<file path="src/rtl/upd_pkg.sv">
// Shared types, character codes and escape phases for the percent decoder.
// No dependencies; imported by every module under rtl.
package upd_pkg;

    // Character codes
    localparam logic [7:0] CH_PLUS    = 8'h2B;
    localparam logic [7:0] CH_PERCENT = 8'h25;
    localparam logic [7:0] CH_SPACE   = 8'h20;
    localparam logic [7:0] CH_ZERO    = 8'h30;
    localparam logic [7:0] CH_NINE    = 8'h39;
    localparam logic [7:0] CH_UPPER_A = 8'h41;
    localparam logic [7:0] CH_UPPER_F = 8'h46;
    localparam logic [7:0] CH_LOWER_A = 8'h61;
    localparam logic [7:0] CH_LOWER_F = 8'h66;

    // Escape phases
    localparam logic [1:0] PH_IDLE    = 2'd0;  // no escape pending
    localparam logic [1:0] PH_PERCENT = 2'd1;  // percent seen
    localparam logic [1:0] PH_DIGIT   = 2'd2;  // percent and one digit seen

    // Most result beats one input byte can cause
    localparam int MAX_RES = 3;
    localparam int CNT_W   = $clog2(MAX_RES + 1);

    typedef struct packed {
        logic [7:0] in_byte;
        logic       in_last;
    } t_in_beat;

    typedef struct packed {
        logic [7:0] out_byte;
        logic       out_last;
    } t_out_beat;

    // Results of one decoded byte, entry 0 goes out first
    typedef struct packed {
        logic [CNT_W-1:0]              cnt;
        t_out_beat [MAX_RES-1:0]       beats;
    } t_burst;

    function automatic logic is_hex(input logic [7:0] c);
        return (c >= CH_ZERO && c <= CH_NINE) ||
               (c >= CH_UPPER_A && c <= CH_UPPER_F) ||
               (c >= CH_LOWER_A && c <= CH_LOWER_F);
    endfunction

    // Nibble value of a hex digit; only meaningful for hex characters
    function automatic logic [3:0] hex_val(input logic [7:0] c);
        logic [7:0] v;
        if (c >= CH_ZERO && c <= CH_NINE) begin
            v = c - CH_ZERO;
        end else if (c >= CH_LOWER_A && c <= CH_LOWER_F) begin
            v = c - CH_LOWER_A + 8'd10;
        end else begin
            v = c - CH_UPPER_A + 8'd10;
        end
        return v[3:0];
    endfunction

endpackage

</file>
<file path="src/rtl/upd_decode.sv">
// Combinational decode of one raw byte against the escape state.
// Depends on upd_pkg.
module upd_decode
    import upd_pkg::*;
(
    input  t_in_beat    i_beat,
    input  logic [1:0]  i_phase,
    input  logic [7:0]  i_held,
    output t_burst      o_burst,
    output logic [1:0]  o_phase,
    output logic [7:0]  o_held
);

    logic [7:0]       b;
    logic             pl_emit;
    logic [7:0]       pl_byte;
    logic [CNT_W-1:0] n;
    logic [1:0]       ph;
    logic [7:0]       held;
    t_out_beat [MAX_RES-1:0] beats;

    // Plain handling of the byte when no escape is pending
    assign b       = i_beat.in_byte;
    assign pl_emit = (b != CH_PERCENT);
    assign pl_byte = (b == CH_PLUS) ? CH_SPACE : b;

    always_comb begin
        n     = '0;
        ph    = PH_IDLE;
        held  = i_held;
        beats = '0;

        unique case (i_phase)
            PH_PERCENT: begin
                if (b == CH_PERCENT) begin
                    beats[n].out_byte = CH_PERCENT;
                    n = n + 1'b1;
                end else if (is_hex(b)) begin
                    held = b;
                    ph   = PH_DIGIT;
                end else begin
                    // broken escape: literal percent, byte decoded plainly
                    beats[n].out_byte = CH_PERCENT;
                    n = n + 1'b1;
                    beats[n].out_byte = pl_byte;
                    n = n + CNT_W'(pl_emit);
                end
            end
            PH_DIGIT: begin
                if (is_hex(b)) begin
                    beats[n].out_byte = {hex_val(i_held), hex_val(b)};
                    n = n + 1'b1;
                end else begin
                    // broken escape after one digit
                    beats[n].out_byte = CH_PERCENT;
                    n = n + 1'b1;
                    beats[n].out_byte = i_held;
                    n = n + 1'b1;
                    if (pl_emit) begin
                        beats[n].out_byte = pl_byte;
                        n = n + 1'b1;
                    end else begin
                        ph = PH_PERCENT;
                    end
                end
            end
            default: begin
                // idle, and the unused phase code
                if (pl_emit) begin
                    beats[n].out_byte = pl_byte;
                    n = n + 1'b1;
                end else begin
                    ph = PH_PERCENT;
                end
            end
        endcase

        // End of string: flush pending escape, mark final beat
        if (i_beat.in_last) begin
            if (ph == PH_PERCENT) begin
                beats[n].out_byte = CH_PERCENT;
                n = n + 1'b1;
            end else if (ph == PH_DIGIT) begin
                beats[n].out_byte = CH_PERCENT;
                n = n + 1'b1;
                beats[n].out_byte = held;
                n = n + 1'b1;
            end
            if (n != '0) begin
                beats[n - 1'b1].out_last = 1'b1;
            end
            ph   = PH_IDLE;
            held = '0;
        end
    end

    assign o_burst.cnt   = n;
    assign o_burst.beats = beats;
    assign o_phase       = ph;
    assign o_held        = held;

endmodule

</file>
<file path="src/rtl/upd_out_buf.sv">
// Result buffer: holds the beats of one decoded byte and shifts them out.
// Depends on upd_pkg.
module upd_out_buf
    import upd_pkg::*;
(
    input  logic      i_clk,
    input  logic      i_rst_n,
    input  logic      i_load,
    input  t_burst    i_burst,
    output logic      o_can_load,
    output logic      o_out_valid,
    output t_out_beat o_out,
    input  logic      i_out_ready
);

    logic [CNT_W-1:0]        r_cnt, n_cnt;
    t_out_beat [MAX_RES-1:0] r_q, n_q;
    logic                    pop;

    assign pop        = (r_cnt != '0) && i_out_ready;
    assign o_can_load = (r_cnt == '0) || ((r_cnt == CNT_W'(1)) && i_out_ready);

    // Load a fresh burst, or shift one beat toward the head
    always_comb begin
        n_cnt = r_cnt;
        n_q   = r_q;
        if (i_load) begin
            n_cnt = i_burst.cnt;
            n_q   = i_burst.beats;
        end else if (pop) begin
            n_cnt = r_cnt - 1'b1;
            for (int k = 0; k < MAX_RES - 1; k++) begin
                n_q[k] = r_q[k + 1];
            end
        end
    end

    always_ff @(posedge i_clk) begin
        if (!i_rst_n) begin
            r_cnt <= '0;
        end else begin
            r_cnt <= n_cnt;
        end
    end

    always_ff @(posedge i_clk) begin
        r_q <= n_q;
    end

    assign o_out_valid = (r_cnt != '0);
    assign o_out       = r_q[0];

    // Checks
    a_cnt_range: assert property (@(posedge i_clk) disable iff (!i_rst_n)
        r_cnt <= CNT_W'(MAX_RES))
        else $error("result count out of range");

    a_load_when_free: assert property (@(posedge i_clk) disable iff (!i_rst_n)
        i_load |-> (r_cnt == '0) || ((r_cnt == CNT_W'(1)) && i_out_ready))
        else $error("burst loaded over pending beats");

    a_load_count: assert property (@(posedge i_clk) disable iff (!i_rst_n)
        i_load |=> r_cnt == $past(i_burst.cnt))
        else $error("burst count not captured");

    a_drain_step: assert property (@(posedge i_clk) disable iff (!i_rst_n)
        (!i_load && pop) |=> r_cnt == $past(r_cnt) - 1'b1)
        else $error("buffer did not drain by one beat");

endmodule

</file>
<file path="src/rtl/url_percent_decoder.sv">
// Top level of the streaming form-encoded (percent) text decoder.
// Depends on upd_pkg, upd_decode and upd_out_buf.
//
// Usage:
//   Input channel (i_in_valid / o_in_ready / i_in) carries one raw byte per
//   beat, with in_last on the final byte of a string. Output channel
//   (o_out_valid / i_out_ready / o_out) carries decoded bytes, with out_last
//   on the final decoded byte of a string.
//   An accepted byte sits in the input register until the result buffer can
//   load; it is then decoded into that buffer, from which its first result
//   is offered. Throughput is one input byte per cycle while the receiver
//   is ready and each byte causes at most one result. A byte that causes two
//   or three results (broken escape, end-of-string flush) holds the result
//   buffer until all are taken; a byte that causes none (start of an escape)
//   shows nothing on the output.
//   While the receiver stalls, the pending results hold and the input
//   register takes one more byte before o_in_ready drops.
//   Reset (synchronous, active low) empties both registers and clears the
//   escape state.
module url_percent_decoder
    import upd_pkg::*;
(
    input  logic      i_clk,
    input  logic      i_rst_n,
    input  logic      i_in_valid,
    output logic      o_in_ready,
    input  t_in_beat  i_in,
    output logic      o_out_valid,
    input  logic      i_out_ready,
    output t_out_beat o_out
);

    logic       r_in_vld;
    t_in_beat   r_in;
    logic [1:0] r_phase;
    logic [7:0] r_held;

    t_burst     burst;
    logic [1:0] dec_phase;
    logic [7:0] dec_held;
    logic       can_load;
    logic       load;
    logic       in_acc;

    assign load       = r_in_vld && can_load;
    assign o_in_ready = !r_in_vld || can_load;
    assign in_acc     = i_in_valid && o_in_ready;

    // Input register
    always_ff @(posedge i_clk) begin
        if (!i_rst_n) begin
            r_in_vld <= 1'b0;
        end else if (in_acc) begin
            r_in_vld <= 1'b1;
        end else if (load) begin
            r_in_vld <= 1'b0;
        end
    end

    always_ff @(posedge i_clk) begin
        if (in_acc) begin
            r_in <= i_in;
        end
    end

    // Escape state, advanced as each byte is decoded
    always_ff @(posedge i_clk) begin
        if (!i_rst_n) begin
            r_phase <= PH_IDLE;
            r_held  <= '0;
        end else if (load) begin
            r_phase <= dec_phase;
            r_held  <= dec_held;
        end
    end

    upd_decode u_decode (
        .i_beat  (r_in),
        .i_phase (r_phase),
        .i_held  (r_held),
        .o_burst (burst),
        .o_phase (dec_phase),
        .o_held  (dec_held)
    );

    upd_out_buf u_out_buf (
        .i_clk       (i_clk),
        .i_rst_n     (i_rst_n),
        .i_load      (load),
        .i_burst     (burst),
        .o_can_load  (can_load),
        .o_out_valid (o_out_valid),
        .o_out       (o_out),
        .i_out_ready (i_out_ready)
    );

endmodule
</file>
<file path="config.mk">
export PLATFORM = sky130hd
export DESIGN_NAME = url_percent_decoder
export DESIGN_NICKNAME = d
export VERILOG_FILES = /design/src/rtl/upd_pkg.sv /design/src/rtl/upd_decode.sv /design/src/rtl/upd_out_buf.sv /design/src/rtl/url_percent_decoder.sv
export SDC_FILE = /design/constraint.sdc
export NUM_CORES = 1
export LEC_CHECK = 0
export BUFFER_PORTS_ARGS = -buffer_cell sky130_fd_sc_hd__buf_2
export CORE_AREA = 2 2 76 78
export DETAILED_ROUTE_END_ITERATION = 7
export DIE_AREA = 0 0 78 80
export PLACE_DENSITY_LB_ADDON = 0.1
export SETUP_SLACK_MARGIN = 0.1
export SYNTH_ARGS = -nofsm -noshare
export SYNTH_HDL_FRONTEND = slang
export SYNTH_SLANG_ARGS = --single-unit
</file>
<file path="constraint.sdc">
create_clock -name i_clk -period 3.5 [get_ports i_clk]
set_clock_uncertainty 0.05 [all_clocks]
set_input_delay 1.05 -clock i_clk [delete_from_list [all_inputs] [get_ports i_clk]]
set_output_delay 1.05 -clock i_clk [all_outputs]
set_load 0.01 [all_outputs]
</file>
==> results of run 1 <==
==> synthesized netlist by cell type, types with 7 or more instances <==
| library cell | n |
|---|---|
| nand2_1 | 47 |
| edfxtp_1 | 36 |
| nor2_1 | 23 |
| o21ai_0 | 17 |
| ha_1 | 16 |
| a21oi_1 | 15 |
| inv_1 | 15 |
| dfxtp_1 | 13 |
| clkbuf_1 | 12 |
| a22oi_1 | 9 |
| buf_4 | 9 |
| nand3_1 | 7 |
| o21a_1 | 7 |
==> metal layers <==
metal | vias to the layer above | GRT usage | wire length, um
li1 | 1254 | - | -
met1 | 1256 | 0.360 | 3340
met2 | 129 | 0.441 | 3660
met3 | 20 | 0.0419 | 581
met4 | 0 | 0.0877 | 163
met5 | - | 0 | 0
==> worst max path at each step <==
stage / endpoint / slack [ns] / depth (start not counted)
global route: u_out_buf.o_out[7] / 0.13 / 10
floorplan: u_out_buf.r_q[10] / 0.40 / 14
detailed placement: u_out_buf.r_q[16] / 0.42 / 12
CTS: u_out_buf.r_q[16] / 0.37 / 12
global placement: u_out_buf.o_out[7] / 0.47 / 10
finish: u_out_buf.r_q[16] / 0.36 / 12
==> through the flow <==
stage	power [mW]	hold WS, ns	utilization	setup WS, ns	instances
global placement	1.05	0.428	0.614	0.472	414
finish	1.38	0.457	0.630	0.356	422
floorplan	0.983	0.386	-	0.403	329
CTS	1.38	0.450	0.630	0.369	422
global route	1.43	0.481	0.630	0.130	422
detailed placement	1.05	0.437	0.614	0.418	414
==> kinds of logic (layout without fill, tap and decap cells) <==
group                      count (synthesis)  in the layout  synth area share
muxes                                      6              6            0.0211
buffers and inverters                     40             61            0.0636
DFF                                       49             49             0.426
xor gates and xnor gates                   4              4            0.0111
adders and majority gates                 16             16            0.0636
AOI/OAI and AO/OA                        102            102             0.235
and+or+nand+nor                          112            112             0.179
==> final cells by class <==
class / instances / area, um^2 / share of cell area
clock buffer: 5 / 68.8 / 0.0202
clock inverter: 3 / 17.5 / 0.00514
inverter: 15 / 56.3 / 0.0165
multi-input combinational: 240 / 1600 / 0.471
sequential: 49 / 1340 / 0.394
tap: 72 / 90.1 / 0.0265
timing repair buffer: 38 / 228 / 0.0669
==> registers in the layout (all words and copies together), names as in the netlist <==
signal           flops
u_out_buf.r_cnt      2
r_phase              2
u_out_buf.o_out      9
r_in_vld             1
u_out_buf.r_q       18
r_in                 9
r_held               8
==> power breakdown <==
part | internal, mW | switching (mW) | leakage [nW]
Combinational | 0.111 | 0.175 | 0.750
Sequential | 0.718 | 0.0355 | 0.455
Clock | 0.138 | 0.198 | 0.0439
Total | 0.967 | 0.408 | 1.25
==> critical path, cell delays in order (launching register included) <==
cell and delay, ns:
edfxtp_1 0.55, or4b_4 0.61, or2_1 0.28, a21oi_1 0.15, nor3_1 0.08, inv_1 0.08, ha_1 0.22, and2_1 0.23
nand2_1 0.08, nor4_2 0.23, buf_4 0.19, a21boi_0 0.07, o21ai_0 0.17
==> impl_results.md, run 1 <==
* Status: completed
* Clock Root Buffer: clkbuf_8
* R2r worst-path depth at 12
* Cts repair resizes at 0
* Number of max-cap violations at 0
* DP Area at 3320 um^2
* Reg-to-reg startpoint: r_in[7]
* First-pass GRT wire length at 12.8 mm
* Hold Path Cell Cnt at 2
* IO buf count at 23
* Flops & latches, synth at 49
* VDD IR-drop max at 0.304 mV
* First-pass iteration count of the detailed router at 5
* Postcts setup bufs at 0
* Crit path required time at 3.61 ns
* Setup TNS at 0 ns
* RSZ-0062 raised after global routing: false
* Synthesized cell area at 3150 um^2
* Setup crit end kind: flip-flop
* Antenna Cells at 0
* Library cells used by synthesis at 63
* Commonest cells after routing, fill and taps aside: nand2_1, edfxtp_1, nor2_1, buf_2, o21ai_0
* R2R Setup Slk at 0.36 ns
* Vias per cell at 6.30
* Crit path launch type: flip-flop
* WHS Endpoint: r_held[7]
* Initial Utilization at 0.582
* Slew HR at 0.564
* Arrival @ worst endpoint at 3.25 ns
* Leakage at 1.25 nW
* Asr flop ratio synth at 0
* Tcrit/Tclk final at 0.898
* Leading area contributor after synthesis: edfxtp_1
* Post-synth EDFFs at 36
* Vias in the first global route at 2,453
* Synth top area share at 0.344
* Hold_buf cts at 0
* Worst-case clock buffer depth at 2
* Worst Path Max Fanout at 10
* Largest net degree at the start of global routing at 28
* CTS tree: done
* Ports at 24
* Core box area at 5410 um^2
* WL final at 7.75 mm
* Die height at 80 um
* Placer congestion estimate at 1.00
* Post-DP HPWL at 5.99 mm
* Htree depth at 2
* Gr usage total at 0.267
* Vias at 2,659
* Power density cells at 404 nW/um^2
* Largest cells by area after synthesis: edfxtp_1, dfxtp_1, ha_1, nand2_1, nor2_1
* FMAX at 0.318 GHz
* Num CTS Buffers at 5
* Worst Hold Class: flip-flop to flip-flop
* Rows at 27
* Clock slew at reported path FFs at 0.09 ns
* Synth warn at 0
* Final min period at 3.14 ns
* Hold path start: r_held[7]
* Final hold vios at 0
* Syn_nets at 358
* Avg Cell Area, Syn at 9.56 um^2
* CTS sink cnt at 49
* Worst slew pin tran at 0.636 ns
* Net count, final at 378
* Critical Setup Path Class: flip-flop to flip-flop
* Worst Setup SP: r_in[7]
* Final ANT Viol Nets at 0
* Die X-Extent at 78 um
* P&R area growth vs syn at 8.27%
* Reg-to-Reg End: u_out_buf.r_q[16]
* Most used flip-flop cell after synthesis: edfxtp_1
* Drt wl/cell at 18.4 um
* Drt drc at 0
* Count of pins over their slew limit at 0
* Post-Layout Inst Area at 3410 um^2
* Clk Latency, worst-skew pair at 0.31 ns
* Commonest non-fill, non-tap cell in the layout: nand2_1
* Synth Instances at 329
* Die area at 6240 um^2
* Initial antenna violation count at 0
* Fraction of layout cells with a size suffix above 1 at 0.169
* Sequential area share after synthesis at 0.426
* Iteration-0 DRC Markers at 244
* Grt ovf at 0
* Fill cells at 452
* Final setup violating endpoints at 0
Note: power is estimated with default switching activity, not from simulation.
==> run 2: changes to the inputs <==
--- a/config.mk
+++ b/config.mk
@@ -9,6 +9,7 @@
 export CORE_AREA = 2 2 76 78
 export DETAILED_ROUTE_END_ITERATION = 7
 export DIE_AREA = 0 0 78 80
+export MAX_ROUTING_LAYER = met4
 export PLACE_DENSITY_LB_ADDON = 0.1
 export SETUP_SLACK_MARGIN = 0.1
 export SYNTH_ARGS = -nofsm -noshare
==> impl_results.md, run 2 (synthesis results as in run 1) <==
* Tcrit/Tclk final at 0.907 (+0.00820)
* Number of max-cap violations at 0 (unchanged)
* Worst Path Max Fanout at 6 (-4)
* Vias at 2,648 (-0.41%)
* Crit path required time at 3.51 ns (-0.10 ns)
* Critical Path, Cell by Cell: or4b_4 -> or2_1 -> a21oi_1 -> nor3_1 -> inv_1 -> ha_1 -> and2_1 -> a311oi_1 -> a31oi_1 -> o221ai_1
* Final setup violating endpoints at 0 (unchanged)
* Core box area at 5410 um^2 (unchanged)
* Arrival @ worst endpoint at 3.18 ns (-0.07 ns)
* Setup TNS at 0 ns (unchanged)
* Top Family by Delay on Critical Path: simple AND/OR/NAND/NOR gates
* Hold_buf cts at 0 (unchanged)
* WL final at 7.94 mm (+2.5%)
* Top reg by flops: u_out_buf.r_q
* CTS sink cnt at 49 (unchanged)
* Gr usage total at 0.281 (+0.0142)
* Setup crit end kind: flip-flop
* Final min period at 3.17 ns (+0.0287 ns)
* Antenna Cells at 0 (unchanged)
* IO buf count at 23 (unchanged)
* CTS tree: done
* Die area at 6240 um^2 (unchanged)
* First-pass GRT wire length at 13.0 mm (+2.2%)
* FMAX at 0.315 GHz (-0.90%)
* Commonest non-fill, non-tap cell in the layout: nand2_1
* Vias in the first global route at 2,478 (+1.0%)
* Crit path launch type: flip-flop
* First-pass iteration count of the detailed router at 5 (unchanged)
* Num CTS Buffers at 5 (unchanged)
* Status: completed
* VDD IR-drop max at 0.350 mV (+15%)
* Placer congestion estimate at 1.04 (+3.2%)
* Ports at 24 (unchanged)
* P&R area growth vs syn at 9.67%
* Vias per cell at 6.25 (-0.88%)
* Htree depth at 2 (unchanged)
* Rows at 27 (unchanged)
* Count of pins over their slew limit at 0 (unchanged)
* Largest net degree at the start of global routing at 30 (+7.1%)
* Slowest stage cell, crit path: or4b_4
* CP bufs+invs at 1 (-1)
* Clk Latency, worst-skew pair at 0.31 ns (about the same)
* Postcts setup bufs at 0 (unchanged)
* Power density cells at 423 nW/um^2 (+4.7%)
* Die height at 80 um (unchanged)
* Final ANT Viol Nets at 0 (unchanged)
* Critical Path Max Stage Delay at 0.62 ns (about the same)
* Number of flip-flops in the largest register at 18 (unchanged)
* Initial Utilization at 0.582 (unchanged)
* Iteration-0 DRC Markers at 238 (-2.5%)
* RSZ-0062 raised after global routing: false
* Post-DP HPWL at 6.10 mm (+1.9%)
* Die X-Extent at 78 um (unchanged)
* Commonest cells after routing, fill and taps aside: nand2_1, edfxtp_1, nor2_1, buf_2
* Leakage at 1.27 nW (+1.6%)
* Final hold vios at 0 (unchanged)
* Clock slew at reported path FFs at 0.10 ns (about the same)
* Worst slew pin tran at 0.599 ns (-0.0378 ns)
* Worst Hold Class: flip-flop to flip-flop
* Worst-case clock buffer depth at 2 (unchanged)
* Fraction of layout cells with a size suffix above 1 at 0.173 (+0.00472)
* Final core utilization at 0.638 (+0.00810)
* Power, Total at 1.46 mW (+6.0%)
* Cts repair resizes at 0 (unchanged)
* Drt wl/cell at 18.7 um (+2.0%)
* Fill cells at 462 (+2.2%)
* DP Area at 3330 um^2 (+0.45%)
* Net count, final at 380 (+0.53%)
* Grt ovf at 0 (unchanged)
* Clock Root Buffer: clkbuf_8
* Initial antenna violation count at 0 (unchanged)
* Critical Setup Path Class: flip-flop to flip-flop
* Dpl cells at 416 (+0.48%)
* Slew HR at 0.598 (+0.0342)
* Post-Layout Inst Area at 3450 um^2 (+1.3%)
* Final Non-Filler Cells at 424 (+0.47%)
* Drt drc at 0 (unchanged)
==> run 2: changes by cell type in the layout (fill, tap and decap cells not counted) <==
cell | previous run | this run
bufinv_16 | 0 | 1
clkinv_2 | 2 | 0
clkinv_4 | 0 | 1
buf_4 | 15 | 17
==> run 2: final cells by class <==
type                       count  area (um^2)  share of cell area
clock buffer                   5         68.8              0.0199
multi-input combinational    240         1600               0.465
sequential                    49         1340               0.389
inverter                      15         56.3              0.0163
tap                           72         90.1              0.0261
clock inverter                 3         46.3              0.0134
timing repair buffer          40          243              0.0704
==> run 2: worst paths after layout <==
kind | slack (ns) | end | from | cells past startpoint
setup reg to reg | 0.33 | u_out_buf.o_out[7] | r_in[5] | 10
hold / removal | 0.45 | r_held[7] | r_held[7] | 2
setup / recovery | 0.33 | u_out_buf.o_out[7] | r_in[5] | 10
hold reg to reg | 0.45 | r_held[7] | r_held[7] | 2
==> run 2: worst min-delay path: cells and delay by family (launching register included) <==
kind	cells	cell delay (ns)
flip-flops	1	0.36
AND/OR/NAND/NOR	2	0.10
==> run 2: layer usage <==
metal  track usage  part of all wire  up-vias
met4        0.0649             0.017        0
met1         0.368              0.45     1270
li1              -                 -     1258
met2         0.444              0.47      102
met3        0.0701             0.068       18
met5             -                 0        -
==> run 2: power by group <==
part / total (mW) / internal [mW] / switching (mW)
Combinational: 0.290 / 0.110 / 0.180
Sequential: 0.754 / 0.719 / 0.0357
Clock: 0.413 / 0.214 / 0.199
Total: 1.46 / 1.04 / 0.415
==> run 2: stage by stage <==
step           hold slack, ns  setup slack [ns]
2_1_floorplan           0.386             0.403
3_3_place_gp            0.433             0.428
3_5_place_dp            0.444             0.376
4_1_cts                 0.456             0.368
5_1_grt                 0.488             0.159
6_report                0.449             0.327
==> run 3: changes to the inputs <==
--- a/config.mk
+++ b/config.mk
@@ -5,13 +5,15 @@
 export SDC_FILE = /design/constraint.sdc
 export NUM_CORES = 1
 export LEC_CHECK = 0
+export ABC_AREA = 1
 export BUFFER_PORTS_ARGS = -buffer_cell sky130_fd_sc_hd__buf_2
-export CORE_AREA = 2 2 76 78
+export CORE_AREA = 2 2 78 80
 export DETAILED_ROUTE_END_ITERATION = 7
-export DIE_AREA = 0 0 78 80
+export DIE_AREA = 0 0 80 82
 export MAX_ROUTING_LAYER = met4
 export PLACE_DENSITY_LB_ADDON = 0.1
 export SETUP_SLACK_MARGIN = 0.1
+export SLEW_MARGIN = 25
 export SYNTH_ARGS = -nofsm -noshare
 export SYNTH_HDL_FRONTEND = slang
 export SYNTH_SLANG_ARGS = --single-unit
==> impl_results.md, run 3 <==
* Htree depth at 2 (unchanged)
* R2R Setup Slk at 0.56 ns (+0.23 ns)
* IO buf count at 23 (unchanged)
* Ports at 24 (unchanged)
* CTS tree: done
* Crit path required time at 3.51 ns (about the same)
* Leakage at 1.56 nW (+23%)
* Cts repair resizes at 0 (unchanged)
* Commonest non-fill, non-tap cell in the layout: nand2_1
* Sequential area share after synthesis at 0.403 (-0.0237)
* Multi-input gate area at 1670 um^2 (+4.3%)
* Die X-Extent at 80 um (+2.6%)
* Critical Path, Cell by Cell: inv_1 -> ha_1 -> inv_1 -> nand3_1 -> nand3_2 -> nand2_4 -> clkinv_2 -> nand3_1 -> ha_1 -> inv_1 -> o21ai_0 -> nand3_2 -> nand2_1 -> a21oi_1
* Core box area at 5750 um^2 (+6.3%)
* Vias in the first global route at 2,557 (+3.2%)
* Arrival @ worst endpoint at 2.95 ns (-0.23 ns)
* Setup crit end kind: flip-flop
* Clock slew at reported path FFs at 0.09 ns (about the same)
* First-pass GRT wire length at 12.7 mm (-2.5%)
* DP Area at 3450 um^2 (+3.6%)
* Rows at 28 (+3.7%)
* Post-synth EDFFs at 36 (unchanged)
* CP dominant cell by count: inv_1
* Largest cells by area after synthesis: edfxtp_1, nand2_1, dfxtp_1, ha_1, a21oi_1
* Tcrit/Tclk final at 0.840 (-0.0668)
* Mux share of post-synthesis cell area at 0 (-0.0211)
* Grt ovf at 0 (unchanged)
* Initial Utilization at 0.580 (-0.00224)
* Top reg by flops: u_out_buf.r_q
* Final min period at 2.94 ns (-0.234 ns)
* Syn_nets at 461 (+29%)
* Leading area contributor after synthesis: edfxtp_1
* Fraction of layout cells with a size suffix above 1 at 0.161 (-0.0126)
* Slew HR at 0.624 (+0.0266)
* Count of pins over their slew limit at 0 (unchanged)
* Final setup violating endpoints at 0 (unchanged)
* Critical Path Max Stage Delay at 0.44 ns (-0.18 ns)
* Drt wl/cell at 15.3 um (-19%)
* Worst-case clock buffer depth at 2 (unchanged)
* WHS Endpoint: r_phase[0]
* Slowest stage cell, crit path: edfxtp_1
* Clock Root Buffer: clkbuf_8
* Post-Layout Inst Area at 3560 um^2 (+3.2%)
* Iteration-0 DRC Markers at 205 (-14%)
* Critical Setup Path Class: flip-flop to flip-flop
* Clk Latency, worst-skew pair at 0.30 ns (about the same)
* Asr flop ratio synth at 0 (unchanged)
* Antenna Cells at 0 (unchanged)
* Most used flip-flop cell after synthesis: edfxtp_1
* Initial antenna violation count at 0 (unchanged)
* Number of max-cap violations at 0 (unchanged)
* Die area at 6560 um^2 (+5.1%)
* Synth Instances at 432 (+31%)
* Synthesized cell area at 3330 um^2 (+5.9%)
* Drt drc at 0 (unchanged)
* RSZ-0062 raised after global routing: false
* Avg Cell Area, Syn at 7.71 um^2 (-19%)
* Hold Path Cell Cnt at 2 (unchanged)
* Gr usage total at 0.262 (-0.0195)
* Largest net degree at the start of global routing at 27 (-10%)
* First-pass iteration count of the detailed router at 6 (+1)
* Reg-to-Reg End: u_out_buf.r_q[11]
* Post-Synth Adder-Cell Area at 0.0601 (-0.00354)
* Top-count cell post-synth: nand2_1
* Crit path launch type: flip-flop
* Reg-to-reg startpoint: r_in[2]
* VDD IR-drop max at 0.448 mV (+28%)
* Post-DP HPWL at 6.07 mm (-0.47%)
* Xor and xnor area share after synthesis at 0.00263 (-0.00851)
* Simple-gate portion of the synthesized area at 0.299 (+0.120)
* Commonest cells after routing, fill and taps aside: nand2_1, inv_1, a21oi_1
* P&R area growth vs syn at 6.87%
* WL final at 7.98 mm (+0.50%)
* Hold path start: r_phase[0]
* Synth top area share at 0.325 (-0.0191)
* Fill cells at 524 (+13%)
* Power, Total at 1.77 mW (+21%)
* R2r worst-path depth at 14 (+4)
* Worst Hold Class: flip-flop to flip-flop
* Final hold vios at 0 (unchanged)
* Synth warn at 0 (unchanged)
* Die height at 82 um (+2.5%)
* Number of flip-flops in the largest register at 18 (unchanged)
* Postcts setup bufs at 0 (unchanged)
* Hold_buf cts at 0 (unchanged)
* Net count, final at 476 (+25%)
* Status: completed
* Power density cells at 497 nW/um^2 (+18%)
* Flops & latches, synth at 49 (unchanged)
* Final ANT Viol Nets at 0 (unchanged)
* Vias at 2,935 (+11%)
* Commonest cells in the synthesized netlist: nand2_1, inv_1, a21oi_1
* Synth Area in Compound Gates at 0.141 (-0.0946)
* CTS sink cnt at 49 (unchanged)
* Num CTS Buffers at 5 (unchanged)
* Library cells used by synthesis at 37 (-41%)
* Largest family of logic cells by synthesized area: simple AND/OR/NAND/NOR gates
* Vias per cell at 5.61 (-10%)
* Setup TNS at 0 ns (unchanged)
* Placer congestion estimate at 1.01 (-2.1%)
* FF/Latch Area at 1340 um^2 (unchanged)
* FMAX at 0.340 GHz (+8.0%)
* Worst Path Max Fanout at 13 (+7)
* Worst slew pin tran at 0.558 ns (-0.0405 ns)
[run 3: changes by cell type after synthesis, sizes merged, moves of 9 or more]
| cell | before | now |
|---|---|---|
| a22oi | 9 | 0 |
| inv | 15 | 47 |
| nand2 | 48 | 137 |
| a21oi | 15 | 40 |
| o21ai | 19 | 28 |
| nand3 | 7 | 30 |
[run 3: where the power goes]
part | leakage (nW) | total [mW] | switching [mW] | internal (mW)
Combinational | 1.05 | 0.497 | 0.332 | 0.165
Clock | 0.0528 | 0.402 | 0.191 | 0.211
Sequential | 0.451 | 0.870 | 0.0575 | 0.813
Total | 1.56 | 1.77 | 0.581 | 1.19
[run 3: final cells by class]
type,count,area share
Inverter,49,0.0520
Tap cell,75,0.0264
Clock buffer,6,0.0204
Clock inverter,2,0.00949
Timing Repair Buffer,29,0.0450
Sequential cell,49,0.377
Multi-Input combinational cell,313,0.470
[run 3: worst max-delay path by stage]
stage,from,endpoint,slack (ns),depth (start not counted)
after floorplan,i_out_ready,o_in_ready,1.04,2
after global placement,r_in[1],u_out_buf.r_q[24],0.68,14
after detailed placement,r_in[2],u_out_buf.r_q[11],0.60,14
after CTS,r_in[2],u_out_buf.r_q[11],0.60,14
after global routing,r_in[2],u_out_buf.r_q[15],0.35,15
final,r_in[2],u_out_buf.r_q[11],0.56,14
[run 3: metal layers]
metal | up-vias | global-route usage | wire [um]
li1 | 1457 | - | -
met1 | 1362 | 0.354 | 3580
met2 | 104 | 0.422 | 3820
met3 | 12 | 0.0374 | 481
met4 | 0 | 0.0559 | 92
met5 | - | - | 0
[run 3: cells by family (layout without fill, tap and decap cells)]
logic type / count (synthesis) / in the layout
simple gates: 214 / 214
compound gates: 82 / 82
buf+inv: 70 / 86
flops: 49 / 49
fa+ha+maj: 16 / 16
xor+xnor: 1 / 1
[run 3: worst max-delay path, delay by kind of cell, from the launching register on]
family	cells	cell delay, ns
adder cells (fa/ha/maj)	2	0.48
AO/OA/AOI/OAI	2	0.31
flip-flops	1	0.44
AND/OR/NAND/NOR	6	0.93
buffers and inverters	4	0.50
[run 3: stage by stage]
| step | utilization | std cells | hold WS [ns] | setup slack [ns] |
|---|---|---|---|---|
| after global placement | 0.601 | 515 | 0.423 | 0.681 |
| final | 0.620 | 523 | 0.457 | 0.561 |
| after floorplan | - | 432 | 0.412 | 1.04 |
| after global routing | 0.620 | 523 | 0.493 | 0.350 |
| after detailed placement | 0.601 | 515 | 0.442 | 0.602 |
| after CTS | 0.620 | 523 | 0.456 | 0.596 |
